### src/hdl/oar_pkg.sv
// Shared constants and types for the overlap-add reconstruction block.
// No dependencies; the top, queue, front and back files and the testbench refer to it by scoped names.
package oar_pkg;

   localparam int FRAME_LEN_BITS = 11;
   localparam int OVERLAP_BITS   = 10;
   localparam int CSR_INDEX_BITS = 2;
   localparam int CSR_DATA_BITS  = 11;
   localparam int QUEUE_DEPTH    = 4;

   // register indexes on the csr port
   localparam logic [CSR_INDEX_BITS-1:0] REG_FRAME_LEN = 2'd0;
   localparam logic [CSR_INDEX_BITS-1:0] REG_OVERLAP   = 2'd1;

   localparam logic [FRAME_LEN_BITS-1:0] FRAME_LEN_RESET = 11'd256;
   localparam logic [FRAME_LEN_BITS-1:0] FRAME_LEN_MIN   = 11'd2;
   localparam logic [OVERLAP_BITS-1:0]   OVERLAP_RESET   = 10'd0;

   // what the back end does with one sample
   typedef struct packed {
      logic is_tail;   // store into tail memory, no output
      logic add_tail;  // add stored tail entry before output
      logic hop_done;  // last output of the frame
   } cmd_type;

endpackage

### src/hdl/oar_queue.sv
// Short register FIFO between the front and back ends.
// Depends on oar_pkg for its depth.
module oar_queue #(
   parameter int WIDTH = 8
) (
   input  logic             clock,
   input  logic             reset,
   input  logic             push,
   input  logic [WIDTH-1:0] push_data,
   output logic             full,
   input  logic             pop,
   output logic [WIDTH-1:0] pop_data,
   output logic             not_empty
);

   localparam int DEPTH = oar_pkg::QUEUE_DEPTH;
   localparam int PTRW  = $clog2(DEPTH);
   localparam int CNTW  = $clog2(DEPTH + 1);

   logic [WIDTH-1:0] entries_ff [DEPTH];
   logic [PTRW-1:0]  wr_ptr_ff, wr_ptr_in;
   logic [PTRW-1:0]  rd_ptr_ff, rd_ptr_in;
   logic [CNTW-1:0]  count_ff, count_in;

   assign full      = (count_ff == CNTW'(DEPTH));
   assign not_empty = (count_ff != '0);
   assign pop_data  = entries_ff[rd_ptr_ff];

   always_comb begin
      wr_ptr_in = push ? wr_ptr_ff + PTRW'(1) : wr_ptr_ff;
      rd_ptr_in = pop  ? rd_ptr_ff + PTRW'(1) : rd_ptr_ff;
      count_in  = count_ff;
      if (push && !pop) begin
         count_in = count_ff + CNTW'(1);
      end else if (pop && !push) begin
         count_in = count_ff - CNTW'(1);
      end
   end

   always_ff @(posedge clock) begin
      if (reset) begin
         wr_ptr_ff <= '0;
         rd_ptr_ff <= '0;
         count_ff  <= '0;
      end else begin
         wr_ptr_ff <= wr_ptr_in;
         rd_ptr_ff <= rd_ptr_in;
         count_ff  <= count_in;
      end
   end

   always_ff @(posedge clock) begin
      if (push) begin
         entries_ff[wr_ptr_ff] <= push_data;
      end
   end

endmodule

### config.mk
export PLATFORM = sky130hd
export DESIGN_NAME = oar_queue
export DESIGN_NICKNAME = d
export VERILOG_FILES = /design/src/hdl/oar_pkg.sv /design/src/hdl/oar_queue.sv
export SDC_FILE = /design/constraint.sdc
export NUM_CORES = 1
export LEC_CHECK = 0
export BUFFER_PORTS_ARGS = -buffer_cell sky130_fd_sc_hd__buf_2
export CORE_UTILIZATION = 30
export CTS_CLUSTER_DIAMETER = 50
export DETAILED_ROUTE_END_ITERATION = 6
export PLACE_DENSITY_LB_ADDON = 0.1
export SETUP_SLACK_MARGIN = 0.4
export SLEW_MARGIN = 20
export SYNTH_ARGS = -nofsm -noshare
export SYNTH_HDL_FRONTEND = slang
export SYNTH_SLANG_ARGS = --single-unit
### constraint.sdc
create_clock -name clock -period 2.3 [get_ports clock]
set_input_delay 0.23 -clock clock [delete_from_list [all_inputs] [get_ports clock]]
set_output_delay 0.23 -clock clock [all_outputs]
set_load 0.02 [all_outputs]
==> results.md <==
- Status: complete, no violations
- Die height: 74.8 µm
- Hold_buf cts: 0
- Startpoint types: flip-flop
- Post-synthesis area per instance: 18.5 µm²
- RePlAce Congestion: 0.650
- Fin crit period: 1.76 ns
- Setup Buffers After CTS: 0
- Cts repair resizes: 0
- Max Root-Sink Buffers: 2
- Root Driver: clkbuf_8
- Initial antenna violation count: 0
- Worst-margin pin slew: 0.497 ns
- Yosys reg bits: 41
- Fin crit share: 76.7%
- Peak VDD IR: 305 µV
- Port Buf Inserts: 21
- Crit end category: output port
- FILL cells: 504
- Leakage: 0.000694 µW
- WP depth: 3
- Synth warn: 0
- Post-Place Cells: 175
- FF-to-FF path depth: 4
- Critical path, cell by cell: buf_4 > mux4_2 > buf_2
- Slew headroom: 66.9%
- Pin count of the biggest net entering global routing: 14
- Io pins: 22
- Vias per cell: 4.25
- Worst hold stages: 1
- Finished Layout Cells: 183
- Register area share after synthesis: 71.9%
- First-pass GRT wire length: 4030 µm
- Clock Sinks: 41
- Routed WL: 2590 µm
- Post-route clock skew: 0.00579 ns
- Die width: 74.8 µm
- Reg clk slew, reported paths: 0.08 ns
- DR WL/cell: 14.1 µm
- H-tree depth: 2
- Total CTS buffers: 5
- RSZ-0062 raised after global routing: no
- Final ANT Viol Nets: 0
- Skew-Pair Late Insertion Delay: 0.29 ns
- HP Class: input port to flip-flop
- Drt first-iter violations: 23
- Nets@finish: 130
- Worst path required time: 2.07 ns
- CTS tree: built
- Buf/Inv on CP: 2
- Site Rows: 26
- Core Area: 5110 µm²
- Final setup vio count: 0
- Worst EP arrival: 1.53 ns
- Max_cap viols: 0
- All-Layer GR Usage: 10.7%
- DR DRC count: 0
- Max incr delay on CP: 0.53 ns
- Post-detail-place hpwl: 1770 µm
- PD cells: 920 nW/µm²
- Via Count: 778
- Antenna cells: 0
- Area grow syn2layout: 19.8%
- Crit-path leading delay family: multiplexers
- Max Clock Freq: 0.567 GHz
- Vias in the first global route: 808
- Die area: 5590 µm²
- Fin. Hold Viols: 0
- Slew Viols, Final: 0
- Setup TNS Final: 0 ns
- Detailed Routing Iterations Pass 1: 2
- Fraction of layout cells with a size suffix above 1: 33.6%
- CP Class: flip-flop to output port
- Critical Path Fanout Max: 8
- Distinct cells, synth: 19
- Syn_nets: 104
- Initial core utilization: 31.1%
- Slowest stage cell, crit path: mux4_2
- Netlist Area Pre-Place: 1590 µm²
- Grt ovf: 0
- Post-Syn Instances: 86
-- flip-flops by register name, summed over array words and instances (netlist names), named ones only --
name and count:
entries_ff 32, count_ff 3, rd_ptr_ff 2, wr_ptr_ff 2
-- cell usage after synthesis --
library cell | n | area share, %
a21oi_1 | 1 | 0.31
and2_1 | 4 | 1.6
buf_6 | 1 | 0.71
clkbuf_1 | 1 | 0.24
clkbuf_2 | 1 | 0.31
dfxtp_1 | 9 | 11
edfxtp_1 | 32 | 61
fa_1 | 1 | 1.3
ha_1 | 5 | 3.9
inv_1 | 4 | 0.95
mux2i_1 | 2 | 1.3
mux4_2 | 8 | 11
nand2_1 | 1 | 0.24
nor2_1 | 7 | 1.7
nor3b_1 | 1 | 0.47
o21ai_0 | 1 | 0.31
or3_1 | 2 | 0.79
xnor2_1 | 2 | 1.1
xor2_1 | 3 | 1.7
-- cells by family after synthesis --
logic type	Yosys count	share of synthesized area, %
flip-flops	41	71.9
AND/OR/NAND/NOR	15	4.73
multiplexers	10	12.6
AO/OA/AOI/OAI	2	0.630
buffers and inverters	7	2.21
adder cells (fa/ha/maj)	6	5.20
XOR/XNOR	5	2.76
-- final timing paths --
| kind | startpoint | endpoint | slack [ns] |
|---|---|---|---|
| worst min register to register | count_ff[2] | count_ff[2] | 0.52 |
| worst max register to register | count_ff[0] | count_ff[2] | 0.80 |
| worst min-delay path | push_data[7] | entries_ff[2][7] | 0.16 |
| worst max-delay path | flip-flop | pop_data[3] | 0.54 |
-- stage by stage --
step | util [%] | setup slack (ns) | cell area (µm²) | total power, µW | hold slack (ns)
global placement | 34.6 | 0.650 | 1770 | 1100 | 0.442
floorplan | - | 0.810 | 1590 | 1030 | 0.329
CTS | 37.2 | 0.485 | 1900 | 1780 | 0.145
finish | 37.2 | 0.536 | 1900 | 1750 | 0.158
detailed placement | 34.6 | 0.576 | 1770 | 1110 | 0.451
global route | 37.2 | 0.445 | 1900 | 1830 | 0.147
-- layout by cell type (no fill, tap or decap) --
| cell type | synthesis | routed |
|---|---|---|
| nand2_1 | 1 | 1 |
| or3_1 | 2 | 2 |
| nor2_1 | 7 | 7 |
| xor2_1 | 3 | 3 |
| buf_2 | 0 | 21 |
| clkbuf_8 | 0 | 5 |
| and2_1 | 4 | 4 |
| edfxtp_1 | 32 | 32 |
| fa_1 | 1 | 1 |
| xnor2_1 | 2 | 2 |
| o21ai_0 | 1 | 1 |
| bufinv_16 | 0 | 2 |
| buf_4 | 0 | 1 |
| a21oi_1 | 1 | 1 |
| inv_1 | 4 | 4 |
| dfxtp_1 | 9 | 9 |
| nor3b_1 | 1 | 1 |
| clkinv_2 | 0 | 1 |
| mux4_2 | 8 | 8 |
| ha_1 | 5 | 5 |
| mux2i_1 | 2 | 2 |
-- worst reg2reg max path: stages (launching register included) --
cell and delay, ns:
dfxtp_1 0.36, fa_1 0.44, xor2_1 0.17, or3_1 0.31, a21oi_1 0.15
-- power by group --
group | total (µW) | switching, µW | internal, µW
Combinational | 209 | 116 | 93.2
Clock | 669 | 238 | 431
Sequential | 873 | 27.1 | 845
Total | 1750 | 380 | 1370
-- layer usage --
| metal | up-vias | share of wire (%) | track usage (%) |
|---|---|---|---|
| met4 | 0 | 1.8 | 4.40 |
| met2 | 20 | 49 | 17.4 |
| met3 | 5 | 4.9 | 4.15 |
| met1 | 384 | 44 | 12.7 |
| met5 | - | 0 | 0 |
| li1 | 369 | - | - |
-- cell type report --
cell class / count / area, µm² / share of cell area [%]
Timing Repair Buffer: 22 / 113 / 5.92
Clock inverter: 3 / 65.1 / 3.42
Tap cell: 70 / 87.6 / 4.61
Clock buffer: 5 / 68.8 / 3.62
Multi-Input combinational cell: 38 / 412 / 21.6
Inverter: 4 / 15.0 / 0.789
Sequential cell: 41 / 1140 / 60.0
Note: power is estimated with default switching activity, not from simulation.
