$ cat src/hdl/oar_pkg.sv
// Shared constants and types for the overlap-add reconstruction block.
// No dependencies; the top, queue, front and back files and the testbench refer to it by scoped names.
package oar_pkg;

   localparam int FRAME_LEN_BITS = 11;
   localparam int OVERLAP_BITS   = 10;
   localparam int CSR_INDEX_BITS = 2;
   localparam int CSR_DATA_BITS  = 11;
   localparam int QUEUE_DEPTH    = 4;

   // register indexes on the csr port
   localparam logic [CSR_INDEX_BITS-1:0] REG_FRAME_LEN = 2'd0;
   localparam logic [CSR_INDEX_BITS-1:0] REG_OVERLAP   = 2'd1;

   localparam logic [FRAME_LEN_BITS-1:0] FRAME_LEN_RESET = 11'd256;
   localparam logic [FRAME_LEN_BITS-1:0] FRAME_LEN_MIN   = 11'd2;
   localparam logic [OVERLAP_BITS-1:0]   OVERLAP_RESET   = 10'd0;

   // what the back end does with one sample
   typedef struct packed {
      logic is_tail;   // store into tail memory, no output
      logic add_tail;  // add stored tail entry before output
      logic hop_done;  // last output of the frame
   } cmd_type;

endpackage

$ cat src/hdl/oar_front.sv
// Front end: configuration registers, frame position tracking and sample
// classification into head, middle or tail. Depends on oar_pkg.
module oar_front #(
   parameter int MAX_FRAME   = 1024,
   parameter int SAMPLE_BITS = 24
) (
   input  logic                                 clock,
   input  logic                                 reset,
   input  logic                                 csr_valid,
   input  logic [oar_pkg::CSR_INDEX_BITS-1:0]   csr_index,
   input  logic [oar_pkg::CSR_DATA_BITS-1:0]    csr_data,
   input  logic                                 in_valid,
   input  logic                                 in_ready,
   input  logic [SAMPLE_BITS-1:0]               in_sample,
   input  logic                                 in_last,
   output logic                                 push,
   output oar_pkg::cmd_type                     push_cmd,
   output logic [$clog2(MAX_FRAME/2)-1:0]       push_addr,
   output logic [SAMPLE_BITS-1:0]               push_sample
);

   localparam int LW = $clog2(MAX_FRAME + 1);
   localparam int PW = $clog2(MAX_FRAME);
   localparam int AW = $clog2(MAX_FRAME / 2);
   localparam int CW = (LW > oar_pkg::FRAME_LEN_BITS) ? LW : oar_pkg::FRAME_LEN_BITS;
   localparam logic [CW-1:0] MAX_LEN = CW'(MAX_FRAME);

   logic [oar_pkg::FRAME_LEN_BITS-1:0] frame_len_ff;
   logic [oar_pkg::OVERLAP_BITS-1:0]   overlap_ff;
   logic [PW-1:0]                      pos_ff, pos_in;
   logic                               first_ff, first_in;

   logic [CW-1:0] len_wide, half_wide, ov_wide;
   logic [LW-1:0] len, ov, hop, pos, pos_next, tail_idx;
   logic          is_head, is_mid;

   always_comb begin
      len_wide = CW'(frame_len_ff);
      if (len_wide < CW'(oar_pkg::FRAME_LEN_MIN)) begin
         len_wide = CW'(oar_pkg::FRAME_LEN_MIN);
      end else if (len_wide > MAX_LEN) begin
         len_wide = MAX_LEN;
      end
      len       = len_wide[LW-1:0];
      half_wide = CW'(len >> 1);
      ov_wide   = CW'(overlap_ff);
      if (ov_wide > half_wide) begin
         ov_wide = half_wide;
      end
      ov  = ov_wide[LW-1:0];
      hop = len - ov;

      // a shortened frame may leave the position past its end
      pos = LW'(pos_ff);
      if (pos >= len) begin
         pos = '0;
      end
      is_head  = (pos < ov);
      is_mid   = !is_head && (pos < hop);
      tail_idx = pos - hop;

      push_cmd.is_tail  = !(is_head || is_mid);
      push_cmd.add_tail = is_head && !first_ff;
      push_cmd.hop_done = (pos == hop - LW'(1));
      push_addr         = is_head ? pos[AW-1:0] : tail_idx[AW-1:0];
      push_sample       = in_sample;
      push              = in_valid && in_ready;

      pos_next = pos + LW'(1);
      first_in = first_ff;
      if (pos_next >= len) begin
         pos_next = '0;
         first_in = 1'b0;
      end
      if (in_last) begin
         pos_next = '0;
         first_in = 1'b1;
      end
      pos_in = pos_next[PW-1:0];
   end

   always_ff @(posedge clock) begin
      if (reset) begin
         frame_len_ff <= oar_pkg::FRAME_LEN_RESET;
         overlap_ff   <= oar_pkg::OVERLAP_RESET;
         pos_ff       <= '0;
         first_ff     <= 1'b1;
      end else begin
         if (csr_valid) begin
            case (csr_index)
               oar_pkg::REG_FRAME_LEN: begin
                  frame_len_ff <= csr_data[oar_pkg::FRAME_LEN_BITS-1:0];
               end
               oar_pkg::REG_OVERLAP: begin
                  overlap_ff <= csr_data[oar_pkg::OVERLAP_BITS-1:0];
               end
               default: begin
               end
            endcase
         end
         if (push) begin
            pos_ff   <= pos_in;
            first_ff <= first_in;
         end
      end
   end

endmodule

$ cat config.mk
export PLATFORM = sky130hd
export DESIGN_NAME = oar_front
export DESIGN_NICKNAME = d
export VERILOG_FILES = /design/src/hdl/oar_pkg.sv /design/src/hdl/oar_front.sv
export SDC_FILE = /design/constraint.sdc
export NUM_CORES = 1
export LEC_CHECK = 0
export BUFFER_PORTS_ARGS = -buffer_cell sky130_fd_sc_hd__clkbuf_2
export CAP_MARGIN = 20
export CORE_MARGIN = 2
export CORE_UTILIZATION = 55
export CTS_CLUSTER_SIZE = 14
export DETAILED_ROUTE_END_ITERATION = 6
export PLACE_DENSITY = 0.78
export SYNTH_ARGS = -nofsm -noshare
export SYNTH_HDL_FRONTEND = slang
export SYNTH_SLANG_ARGS = --single-unit
$ cat constraint.sdc
create_clock -name clock -period 15.09 [get_ports clock]
set_clock_uncertainty 0.2 [all_clocks]
set_input_delay 3.018 -clock clock [delete_from_list [all_inputs] [get_ports clock]]
set_output_delay 3.018 -clock clock [all_outputs]
set_load 0.02 [all_outputs]
==> impl_metrics.py <==
metrics = {
    "run_status": {
        "status": "finished, violations left",
        "violations": "design-rule violations",
    },
    "placement": {
        "portBuffers": 31,
        "dp_hpwl_mm": 10.0,
        "pre_cts_ws_ns": 5.29,
        "gp_congestion": 0.954,
    },
    "worst_setup_path": {
        "critical-path-max-stage-delay_ns": 0.70,
        "reg2reg_slack_ns": 8.74,
        "worstPathArrival_ns": 6.98,
        "crit_path_end_kind": "output port",
        "crit_top_cell": "a21oi_1",
        "cp_max_fo": 16,
        "cp-start-kind": "flip-flop",
        "path_buf_inv": 3,
        "crit_required_ns": 11.87,
        "cp_slowest_cell": "o21ai_1",
        "critical_path_class": "reg -> out",
        "critical-path-top-delay-family": "compound AO/OA/AOI/OAI gates",
    },
    "synth": {
        "yosys_warnings": 0,
        "synth_edf_count": 0,
        "ys_seq_area_frac": 0.139,
        "ys_async_sr_fraction": 0,
        "yosysTopAreaCell": "ha_1",
        "ys.flop_type": "dfxtp_1",
        "ys_ff_latch": 32,
        "synth_top_area_frac": 0.157,
        "syn-cell-area_sq_um": 4620,
        "synth_cells": 605,
        "synth.area.top_cells": "ha_1, dfxtp_1, mux2i_1, nand2_1, a21oi_1",
        "syn_nets": 708,
        "yosysUniqueCellTypes": 84,
        "avgSynthCellArea_sq_um": 7.63,
    },
    "sta": {
        "layout_setup_ws_ns": 4.89,
        "slew_headroom": 0.268,
        "fmax_ghz": 0.0981,
        "rsz0062_at_grt": "no",
        "timing.final.crit_share": 0.676,
        "setup_viol_count_final": 0,
        "timing.final.crit_period_ns": 10.20,
        "hold_viol": 0,
        "timing.setup.tns_ns": 0,
        "tightestPinTransition_ns": 1.09,
        "drv_slew": 0,
    },
    "power": {
        "max-vdd-ir-drop_mv": 0.0784,
        "power_density_nw_per_um2": 86.7,
        "p_leak_nw": 2.19,
    },
    "clock_tree": {
        "path_clk_slew_ns": 0.07,
        "cts_resized": 0,
        "cts_tree": "done",
        "cts-root-buf": "clkbuf_8",
        "h-tree-depth": 2,
        "clockBufferDepth": 2,
        "cts_made_buffers": 5,
        "cts_setup_buffers": 0,
        "cts_hold_buf": 0,
        "clock_sinks": 32,
        "clock_latency_ns": 0.29,
    },
    "route": {
        "finalWirelength_mm": 12.3,
        "dr_total_vias": 4485,
        "vias_per_cell": 6.36,
        "drc": 1,
        "drt_iter0_drc": 384,
        "dr.pass1.iters": 7,
        "avgRoutedWirePerCell_microns": 17.5,
        "postRouteAntennaNets": 0,
    },
    "job": {
        "maxCapViolCount": 0,
    },
    "grt": {
        "grt_usage": 0.282,
        "grt_pass1_wl_mm": 20.4,
        "grt_pass1_vias": 4208,
        "gr-total-overflow": 0,
        "grt_max_degree": 33,
        "antenna_found_initial": 0,
    },
    "final_layout": {
        "final_nets": 702,
        "antennaDiodeCount": 0,
        "seq_area_sq_um": 641,
        "multi_input_area_sq_um": 3550,
        "nFillCells": 765,
        "area_growth_pct": 2.93,
        "drive_gt1_frac": 0.122,
    },
    "floorplan": {
        "fp-row-count": 33,
        "core_area_sq_um": 8180,
        "pin_count": 80,
        "start_util": 0.565,
        "die-area_sq_um": 9150,
        "fp.dieW_microns": 95.6,
        "die_h_microns": 95.6,
    },
    "worst_hold_path": {
        "hp-class": "reg -> reg",
    },
}
-- tightest hold or removal path, delay by kind of cell, from the launching register on --
| kind | cells | cell delay [ns] |
|---|---|---|
| flip-flops | 1 | 0.33 |
| AND/OR/NAND/NOR | 1 | 0.06 |
| AO/OA/AOI/OAI | 1 | 0.05 |
-- where the power goes --
part / internal [mW] / switching [mW]
clock: 0.0488 / 0.0320
combinational: 0.0990 / 0.143
sequential: 0.0867 / 0.00237
total: 0.235 / 0.178
-- sequential cells by signal, indices dropped and copies added (netlist names) --
signal / flops
overlap_ff: 10
frame_len_ff: 11
first_ff: 1
pos_ff: 10
-- final cells by class --
| cell class | count | share of cell area |
|---|---|---|
| repair buffers | 32 | 0.0350 |
| multi-input cells | 486 | 0.746 |
| flip-flops and latches | 32 | 0.135 |
| well taps | 105 | 0.0276 |
| inverters | 42 | 0.0332 |
| clock inverters | 3 | 0.00895 |
| clock buffers | 5 | 0.0145 |
-- metal layers --
| layer | routed length (microns) | vias up | share of wire | global-route usage |
|---|---|---|---|---|
| met5 | 0 | - | 0 | 0 |
| met4 | 399 | 0 | 0.032 | 0.111 |
| met3 | 867 | 36 | 0.070 | 0.0372 |
| met2 | 5500 | 194 | 0.45 | 0.458 |
| met1 | 5550 | 2070 | 0.45 | 0.376 |
| li1 | - | 2185 | - | - |
-- synthesized netlist by cell type, types with 3 or more instances --
library cell,n
and3_1,7
nand2_1,56
o21ai_1,5
nand4bb_1,3
xor2_1,5
o31a_1,3
nor3_1,8
nor2b_1,12
a311oi_1,4
ha_1,58
a31oi_1,3
a211o_1,4
or4b_1,4
xnor2_1,16
nor2_1,52
inv_1,40
dfxtp_1,32
or2_2,4
a21o_1,11
mux2i_1,30
nand2b_1,12
nand4_1,7
nor2_2,3
a21oi_1,40
o21ai_0,16
o21a_1,9
buf_4,24
nor4_1,8
or4_1,3
o31ai_1,5
a211oi_1,5
or3_1,3
clkbuf_1,18
nand3_1,22
o221ai_1,3
o211ai_1,4
-- path summary, 6_finish.rpt --
check,startpoint,end,cells after the start
max reg2reg,frame_len_ff[4]$_SDFFE_PP0P_,pos_ff[1]$_SDFFE_PP0P_,23
max,frame_len_ff[4]$_SDFFE_PP0P_,push_cmd[2],28
min,pos_ff[0]$_SDFFE_PP0P_,pos_ff[0]$_SDFFE_PP0P_,2
min reg2reg,pos_ff[0]$_SDFFE_PP0P_,pos_ff[0]$_SDFFE_PP0P_,2
-- logic make-up after synthesis --
logic type / after synthesis / share of synthesized area
simple gates: 224 / 0.254
buf+inv: 87 / 0.0945
compound gates: 147 / 0.229
fa+ha+maj: 60 / 0.166
flops: 32 / 0.139
mux: 32 / 0.0699
xor+xnor: 23 / 0.0482
-- cells in the final DEF, fill, tap and decap left out, types with 7 or more instances in the layout --
master / instances
clkbuf_2: 31
nor2b_1: 12
nand2b_1: 12
nor4_1: 8
nand3_1: 22
o21ai_0: 16
and3_1: 7
xnor2_1: 16
mux2i_1: 30
a21o_1: 11
nand4_1: 7
nor3_1: 8
nand2_1: 56
ha_1: 58
dfxtp_1: 32
o21a_1: 9
a21oi_1: 40
nor2_1: 52
inv_1: 40
-- per-stage QoR --
| step | instance area (sq um) | std cells | utilization | hold slack, ns | power (mW) |
|---|---|---|---|---|---|
| 2_1_floorplan | 4620 | 605 | - | 0.252 | 0.290 |
| 3_3_place_gp | 4630 | 696 | 0.566 | 0.278 | 0.323 |
| 3_5_place_dp | 4630 | 696 | 0.566 | 0.282 | 0.328 |
| 4_1_cts | 4740 | 704 | 0.580 | 0.293 | 0.409 |
| 5_1_grt | 4750 | 705 | 0.581 | 0.332 | 0.443 |
| 6_report | 4750 | 705 | 0.581 | 0.290 | 0.412 |
(Power assumes the default switching activity.)
